`src/rtl/seg_pick_proj.sv`:
```
// Pipelined perspective divide of one coordinate, one quotient bit per stage.
`timescale 1ns / 1ps
module seg_pick_proj #(
  parameter int W = 32,
  parameter int F = 16
) (
  input  logic                clk_i,
  input  logic                en_i,
  input  logic signed [W-1:0] coord_i,
  input  logic        [W-1:0] depth_i,
  output logic signed [W-1:0] proj_o
);

  localparam int NB = W + 2 + F;
  localparam int CB = 2 * W + F + 2;
  localparam logic [W-1:0] LIM_POS = {1'b0, {(W-1){1'b1}}};
  localparam logic [W-1:0] LIM_NEG = {1'b1, {(W-1){1'b0}}};

  logic          neg;
  logic [W-1:0]  magc;
  logic [NB-1:0] num;
  logic [NB-1:0] num_sh;
  logic [CB-1:0] thr;

  logic [W-1:0] s0_r_q, s0_low_q, s0_d_q;
  logic         s0_neg_q, s0_sat_q;

  logic [W-1:0] r_q   [W];
  logic [W-1:0] low_q [W];
  logic [W-1:0] q_q   [W];
  logic [W-1:0] d_q   [W];
  logic         neg_q [W];
  logic         sat_q [W];

  logic [W-1:0] r_in   [W];
  logic [W-1:0] low_in [W];
  logic [W-1:0] q_in   [W];
  logic [W-1:0] d_in   [W];
  logic         neg_in [W];
  logic         sat_in [W];

  logic [W-1:0] mag_fin;
  logic [W-1:0] proj_q;

  // The quotient is below 2^W whenever it is not saturated, so the top of the
  // shifted numerator is already a valid partial remainder.
  always_comb begin
    neg    = coord_i[W-1];
    magc   = neg ? W'(-coord_i) : W'(coord_i);
    num    = {magc, 2'b00, {F{1'b0}}};
    num_sh = num >> W;
    thr    = (CB'(depth_i) << (W - 1)) + (neg ? CB'(depth_i) : '0);
  end

  always_ff @(posedge clk_i) begin
    if (en_i) begin
      s0_r_q   <= num_sh[W-1:0];
      s0_low_q <= num[W-1:0];
      s0_d_q   <= depth_i;
      s0_neg_q <= neg;
      s0_sat_q <= CB'(num) >= thr;
    end
  end

  for (genvar k = 0; k < W; k++) begin : g_step
    logic [W:0] r2;
    logic       ge;

    if (k == 0) begin : g_first
      assign r_in[k]   = s0_r_q;
      assign low_in[k] = s0_low_q;
      assign q_in[k]   = '0;
      assign d_in[k]   = s0_d_q;
      assign neg_in[k] = s0_neg_q;
      assign sat_in[k] = s0_sat_q;
    end else begin : g_next
      assign r_in[k]   = r_q[k-1];
      assign low_in[k] = low_q[k-1];
      assign q_in[k]   = q_q[k-1];
      assign d_in[k]   = d_q[k-1];
      assign neg_in[k] = neg_q[k-1];
      assign sat_in[k] = sat_q[k-1];
    end

    assign r2 = {r_in[k], low_in[k][W-1]};
    assign ge = r2 >= {1'b0, d_in[k]};

    always_ff @(posedge clk_i) begin
      if (en_i) begin
        r_q[k]   <= ge ? W'(r2 - {1'b0, d_in[k]}) : r2[W-1:0];
        low_q[k] <= low_in[k] << 1;
        q_q[k]   <= {q_in[k][W-2:0], ge};
        d_q[k]   <= d_in[k];
        neg_q[k] <= neg_in[k];
        sat_q[k] <= sat_in[k];
      end
    end
  end

  always_comb begin
    if (sat_q[W-1]) begin
      mag_fin = neg_q[W-1] ? LIM_NEG : LIM_POS;
    end else begin
      mag_fin = q_q[W-1];
    end
  end

  always_ff @(posedge clk_i) begin
    if (en_i) begin
      proj_q <= neg_q[W-1] ? W'(-mag_fin) : mag_fin;
    end
  end

  assign proj_o = $signed(proj_q);

endmodule

```
`config.mk`:
```
export PLATFORM = sky130hd
export DESIGN_NAME = seg_pick_proj
export DESIGN_NICKNAME = d
export VERILOG_FILES = /design/src/rtl/seg_pick_proj.sv
export SDC_FILE = /design/constraint.sdc
export NUM_CORES = 2
export LEC_CHECK = 0
export ABC_CLOCK_PERIOD_IN_PS = 4400
export BUFFER_PORTS_ARGS = -buffer_cell sky130_fd_sc_hd__buf_4
export CORE_MARGIN = 4
export CORE_UTILIZATION = 28
export DETAILED_ROUTE_END_ITERATION = 8
export GPL_ROUTABILITY_DRIVEN = 0
export GPL_TIMING_DRIVEN = 0
export PLACE_DENSITY_LB_ADDON = 0.15
export REMOVE_ABC_BUFFERS = 1
export SETUP_SLACK_MARGIN = 0.2
export SYNTH_ARGS = -nofsm -noshare
export SYNTH_HDL_FRONTEND = slang
export SYNTH_MEMORY_MAX_BITS = 65536
export SYNTH_SLANG_ARGS = --single-unit
```
`constraint.sdc`:
```
create_clock -name clk_i -period 4.4 [get_ports clk_i]
set_input_delay 0 -clock clk_i [delete_from_list [all_inputs] [get_ports clk_i]]
set_output_delay 0 -clock clk_i [all_outputs]
set_load 0.1 [all_outputs]
```
## After elaboration in Yosys (flattened, before gate mapping)

Memories as Yosys holds them, arrays and structs flattened.
Cells that the tools add are included.

- Add/sub/neg operators: 35
- Magnitude comparators: 33
- Muxes and demuxes: 39

Operator list:

| operator | count |
|---|---|
| 2-to-1 mux 32 bit | 37 |
| greater-or-equal comparator 33 x 32 -> 1 bit | 31 |
| subtractor 32 bit | 31 |
| adder 63 x 32 -> 64 bit | 1 |
| greater-or-equal comparator 50 x 64 -> 1 bit | 1 |
| negator 32 bit | 2 |
| greater-or-equal comparator 19 x 32 -> 1 bit | 1 |
| subtractor 19 x 32 -> 32 bit | 1 |
| 2-to-1 mux 1 bit | 2 |

- Register bits: 98
- Memory bits (writable): 4128
- Input port bits: 66
- Output and inout port bits: 32
- Word-level logic and storage cells: 119
- Memories kept: 6

Memory list:

| memory | words | bits a word | read ports | clocked after memory_dff | write ports | line | RTL |
|---|---|---|---|---|---|---|---|
| d_q | 32 | 32 | 31 | 0 | 32 | 31 | `logic [W-1:0] d_q [W];` |
| q_q | 32 | 32 | 32 | 0 | 32 | 30 | `logic [W-1:0] q_q [W];` |
| r_q | 32 | 32 | 31 | 0 | 32 | 28 | `logic [W-1:0] r_q [W];` |
| low_q | 32 | 31 | 31 | 0 | 32 | 29 | `logic [W-1:0] low_q [W];` |
| neg_q | 32 | 1 | 32 | 0 | 32 | 32 | `logic neg_q [W];` |
| sat_q | 32 | 1 | 32 | 0 | 32 | 33 | `logic sat_q [W];` |

## Logic depth before layout (Yosys ltp)

An unclocked memory read counts as a cell.

- Depth after elaboration: 5
- Mapped depth: 21
- Mapped depth without buffers: 21

## Worst setup path before layout

No wires, ideal clock.

- Path type: input to register
- Start point: input coord_i[3]
- End point: register s0_sat_q (data pin)
- Library setup time: 0.255 ns
- Arrival: 3.879 ns
- Data required time: 4.145 ns
- Slack: 0.266 ns
- Cell stages on the path: 19
- Buffers on the path: 0
- Cells stage by stage: or4_1 > or2_2 > nand2b_1 > or4_1 > or3_1 > o31ai_1 > xnor2_1 > ha_1 > a21o_1 > a21o_1 > a21oi_1 > nor2b_1 > o21ai_0 > a21boi_0 > o21ai_0 > nand2b_1 > a221o_1 > a21oi_1 > nor2_1

- Cells in the longest elaborated chain, start to end: 3

RTL lines:

| element | line | RTL |
|---|---|---|
| from (decl) | 9 | `input logic signed [W-1:0] coord_i,` |
| negator 32 bit | 49 | `magc = neg ? W'(-coord_i) : W'(coord_i);` |
| 2-to-1 mux 32 bit | 49 |  |
| named net magc[23] | 20 | `logic [W-1:0] magc;` |
| greater-or-equal comparator 50 x 64 -> 1 bit | 61 | `s0_sat_q <= CB'(num) >= thr;` |
| to (signal assigned) | 61 |  |
| to (decl) | 26 | `logic s0_neg_q, s0_sat_q;` |

The timed path passes the listed nets, and every way through them passes these cells.
A chain may end at the register's enable or synchronous reset.

==> report_table.html <==
<table>
<tr><th>Metric</th><th>Value</th></tr>
<tr><th colspan="2">Logic synthesis</th></tr>
<tr><td>Largest family of logic cells by synthesized area</td><td>compound AO/OA/AOI/OAI gates</td></tr>
<tr><td>Number of warnings printed during yosys synthesis</td><td>0</td></tr>
<tr><td>Mean instance size in the synthesized netlist</td><td>11.7 sq um</td></tr>
<tr><td>Post-synthesis cell count</td><td>about 13000</td></tr>
<tr><td>Synthesized-area fraction occupied by and/or/nand/nor cells</td><td>under 10%</td></tr>
<tr><td>Post-synth top flop</td><td>edfxtp_1</td></tr>
<tr><td>Count of flip-flops with a built-in enable after synthesis</td><td>approximately 2800</td></tr>
<tr><td>Compound-cell area share of the yosys netlist</td><td>13.8%</td></tr>
<tr><td>Number of synthesized register bits</td><td>roughly 2800</td></tr>
<tr><td>Count of distinct cell types in the synthesized netlist</td><td>between 90 and 100</td></tr>
<tr><td>Share of synthesized registers carrying an async set or reset</td><td>0%</td></tr>
<tr><td>Xor/xnor share of the synthesized area</td><td>5.12%</td></tr>
<tr><td>Total standard cell area after synthesis</td><td>149000 sq um</td></tr>
<tr><td>Sequential area share after synthesis</td><td>a little under three fifths</td></tr>
<tr><td>Synthesized-area fraction occupied by adder cells</td><td>approximately 9%</td></tr>
<tr><td>Post-synthesis mux area share</td><td>3.17%</td></tr>
<tr><th colspan="2">Die</th></tr>
<tr><td>Boundary Pins</td><td>just under 100</td></tr>
<tr><td>Core ar.</td><td>approximately 530000 sq um</td></tr>
<tr><td>Floorplan die height</td><td>738 microns</td></tr>
<tr><td>Die outline area</td><td>544000 sq um</td></tr>
<tr><td>Total number of placement rows</td><td>approximately 270</td></tr>
<tr><td>Width of the die</td><td>roughly 740 microns</td></tr>
<tr><td>Effective utilization at floorplan</td><td>between 20% and 30%</td></tr>
<tr><th colspan="2">Clocking</th></tr>
<tr><td>Clock tree root buffer cell</td><td>clkbuf_16</td></tr>
<tr><td>CTS max path bufs</td><td>4</td></tr>
<tr><td>CTS tree</td><td>done</td></tr>
<tr><td>Sinks on Clock Net</td><td>approximately 2800</td></tr>
<tr><td>Clock latency reported for the late side of the worst-skew pair</td><td>970 ps</td></tr>
<tr><td>Total number of H-tree levels</td><td>5</td></tr>
<tr><td>Clock-pin slew reported for the worst setup and hold paths after clock tree synthesis</td><td>~60 ps</td></tr>
<tr><td>Number of buffers added by the clock tree synthesis step</td><td>about 340</td></tr>
<tr><th colspan="2">Cells and area</th></tr>
<tr><td>Leading cell type in the layout, fill and taps excluded</td><td>edfxtp_1</td></tr>
<tr><td>Most frequent cells in the layout</td><td>2765 x edfxtp_1, 1255 x inv_1, 1041 x ha_1, 978 x a21oi_1, 795 x nand2_1</td></tr>
<tr><td>Area grow syn2layout</td><td>16.8%</td></tr>
<tr><td>Number of nets in the layout</td><td>roughly 14000</td></tr>
<tr><td>Proportion of layout cells with a drive suffix above 1</td><td>between 10% and 20%</td></tr>
<tr><td>Core utilization of the finished layout</td><td>~33%</td></tr>
<tr><th colspan="2">Critical path</th></tr>
<tr><td>Number of cells on the worst reg-to-reg path</td><td>13</td></tr>
<tr><td>WP data arrival</td><td>around 4800 ps</td></tr>
<tr><td>Critical path capture point type</td><td>register</td></tr>
<tr><td>Data required time at the worst endpoint</td><td>5090 ps</td></tr>
<tr><td>Critical path launch point type</td><td>register</td></tr>
<tr><td>Crit Path Category</td><td>register to register</td></tr>
<tr><td>Setup slack of the most critical reg-to-reg path</td><td>roughly 300 ps</td></tr>
<tr><td>Endpoint of the worst register-to-register path</td><td>r_q[0][100]</td></tr>
<tr><td>Beginning of the worst register-to-register path</td><td>r_q[0][74]</td></tr>
<tr><td>Max FO, Critical Path</td><td>32</td></tr>
<tr><th colspan="2">Timing</th></tr>
<tr><td>Final count of pins violating max slew</td><td>0</td></tr>
<tr><td>Share of the clock period used by the worst path</td><td>between 90% and 100%</td></tr>
<tr><td>Final setup vio count</td><td>0</td></tr>
<tr><td>Transition time of the tightest slew-check pin</td><td>1460 ps</td></tr>
<tr><td>Worst-case setup margin in the final layout</td><td>slightly above 300 ps</td></tr>
<tr><td>Fin. Hold Viols</td><td>0</td></tr>
<tr><td>Max-slew headroom at the worst pin</td><td>under 10%</td></tr>
<tr><td>Setup repair after global routing missed its margin</td><td>yes</td></tr>
<tr><td>Max Clock Skew</td><td>93.3 ps</td></tr>
<tr><td>Upper clock frequency limit</td><td>between 200 and 250 MHz</td></tr>
<tr><td>Time the worst path needs with I/O delays and setup</td><td>between 4000 and 5000 ps</td></tr>
<tr><th colspan="2">Flow run</th></tr>
<tr><td>Max-cap violation count</td><td>0</td></tr>
<tr><th colspan="2">Drt</th></tr>
<tr><td>Met2 layer wire length in the routed design</td><td>214 mm</td></tr>
<tr><td>Router iterations before antenna repair</td><td>7</td></tr>
<tr><td>Routed wire length on met3</td><td>a little over 10 mm</td></tr>
<tr><td>M1 WL</td><td>about 140 mm</td></tr>
<tr><td>Detail-routed net length per standard cell</td><td>about 18 microns</td></tr>
<tr><td>Total number of vias</td><td>about 96000</td></tr>
<tr><td>Aggregate routed wire length</td><td>about 380 mm</td></tr>
<tr><td>Top metal layer carrying routed signals</td><td>met4</td></tr>
<tr><td>First-iteration detailed-routing DRC count</td><td>roughly 4700</td></tr>
<tr><td>Total DRC errors in the routed layout</td><td>0</td></tr>
<tr><td>Via density</td><td>approximately 4.7</td></tr>
<tr><td>Number of nets with antenna violations after detailed routing</td><td>0</td></tr>
<tr><th colspan="2">Hold path</th></tr>
<tr><td>Hold_sp</td><td>coord_i[0]</td></tr>
<tr><td>End point of the worst hold path</td><td>s0_low_q[18]</td></tr>
<tr><td>Worst hold path stage count</td><td>2</td></tr>
<tr><td>Path category of the worst min-delay check</td><td>input port to register</td></tr>
<tr><th colspan="2">Placement</th></tr>
<tr><td>Number of input and output port buffers inserted</td><td>between 90 and 100</td></tr>
<tr><td>Dpl ws</td><td>-1040 ps</td></tr>
<tr><td>Post-DP HPWL</td><td>about 280 mm</td></tr>
<tr><th colspan="2">GRT</th></tr>
<tr><td>Pin count of the biggest net entering global routing</td><td>approximately 190</td></tr>
<tr><td>Leftover overflow at the end of global routing</td><td>0</td></tr>
<tr><td>Via count of the first global-routing pass</td><td>approximately 100k</td></tr>
<tr><td>Global-route usage over all layers</td><td>between 10% and 20%</td></tr>
<tr><td>Wire length of the first global-routing pass</td><td>slightly below 600 mm</td></tr>
<tr><td>Initial antenna violation count</td><td>14</td></tr>
<tr><th colspan="2">Power</th></tr>
<tr><td>Power Density</td><td>a little over 700 nW/um^2</td></tr>
<tr><td>Worst ir drop on vdd</td><td>roughly 0.39 mV</td></tr>
<tr><td>Leak Pwr</td><td>around 70 nW</td></tr>
<tr><th colspan="2">Outcome</th></tr>
<tr><td>Result of the run</td><td>finished clean</td></tr>
</table>
## cell families (layout without fill, tap and decap cells)
| family | after synthesis | count (layout) |
|---|---|---|
| AO/OA/AOI/OAI | 3272 | 3282 |
| XOR/XNOR | 872 | 872 |
| multiplexers | 415 | 415 |
| flip-flops | 2765 | 2765 |
| adder cells (fa/ha/maj) | 1077 | 1077 |
| buffers and inverters | 1533 | 2301 |
| other | 0 | 5 |
| AND/OR/NAND/NOR | 2810 | 2814 |
## report_power, final
group	internal [mW]	leakage, nW	switching (mW)	total (mW)
logic	24.3	36.1	31.1	55.4
registers	38.1	27.0	3.32	41.4
clock network	16.4	5.36	11.5	27.9
total	78.8	68.5	46.0	125
## Yosys cell counts (170+ instances only)
| cell type | instances | area (sq um) |
|---|---|---|
| xor2_1 | 333 | 2920 |
| nor3_1 | 170 | 851 |
| o21a_1 | 173 | 1300 |
| nand2_1 | 798 | 3000 |
| inv_1 | 1260 | 4730 |
| o21ai_0 | 768 | 3840 |
| a21o_1 | 502 | 3770 |
| a21oi_1 | 1005 | 5030 |
| clkbuf_1 | 219 | 822 |
| mux2_2 | 353 | 3980 |
| ha_1 | 1046 | 13100 |
| nand3_1 | 212 | 1060 |
| xnor2_1 | 539 | 4720 |
| nor2_1 | 728 | 2730 |
| edfxtp_1 | 2765 | 83000 |
## routing by layer
metal  vias to the layer above  GRT usage, %
li1                      48000             -
met1                     46200          13.4
met2                      1337          28.0
met3                       742          1.58
met4                         0          5.73
met5                         -             0
## flip-flops by register name (all words and copies together) (netlist names), 18 cells and up
name and flops:
proj_o 32, r_q 992, neg_q 32, sat_q 32, s0_r_q 18, q_q 528
d_q 992, low_q 91, s0_d_q 32
## final cells by class
type | instances | area (sq um)
inverter | 1261 | 4760
timing repair buffer | 417 | 4490
fill | 52800 | 355000
antenna | 5 | 12.5
sequential | 2765 | 83000
timing repair inverter | 1 | 5.00
tap | 6994 | 8750
clock buffer | 410 | 8860
multi-input combinational | 8460 | 62000
clock inverter | 212 | 2200
## stage by stage
stage	hold WS, ps	power, mW	std cells	setup TNS (ps)	area, sq um
2_1_floorplan	98.9	79.5	12500	-258540	148000
3_3_place_gp	241	95.9	19600	-	157000
5_1_grt	48.6	134	20500	0	174000
6_report	114	125	20500	0	174000
4_1_cts	1.75	126	20500	0	173000
3_5_place_dp	235	94.9	19600	-255270	159000
## critical path, cell delays in order (launching register included)
cell	delay, ps
edfxtp_1	390
ha_1	340
and3_2	260
nand2_2	80
or3b_4	380
o21ba_4	230
o221ai_2	140
o31a_1	350
nand4_1	140
nand3_2	130
a221o_1	400
a211o_4	360
buf_16	190
mux2_4	340
## how the worst max path moves through the flow
stage | start | end | depth (start not counted)
after floorplan | d_q[0][161] | r_q[0][220] | 13
after global placement | en_i | d_q[1][452] | 1
after detailed placement | d_q[0][161] | r_q[0][195] | 14
after CTS | r_q[0][161] | r_q[0][220] | 13
after global routing | coord_i[0] | s0_sat_q | 22
final | r_q[0][74] | r_q[0][100] | 13
## what timing repair did
item,4_1_cts,5_1_grt
endpoints found under the setup margin,848,404
hold buffers,148,0
setup buffers,70,27
pin swaps,40,36
cloned,12,5
endpoints found under the hold margin,178,0
gates resized for setup,177,108
(Power assumes the default switching activity.)
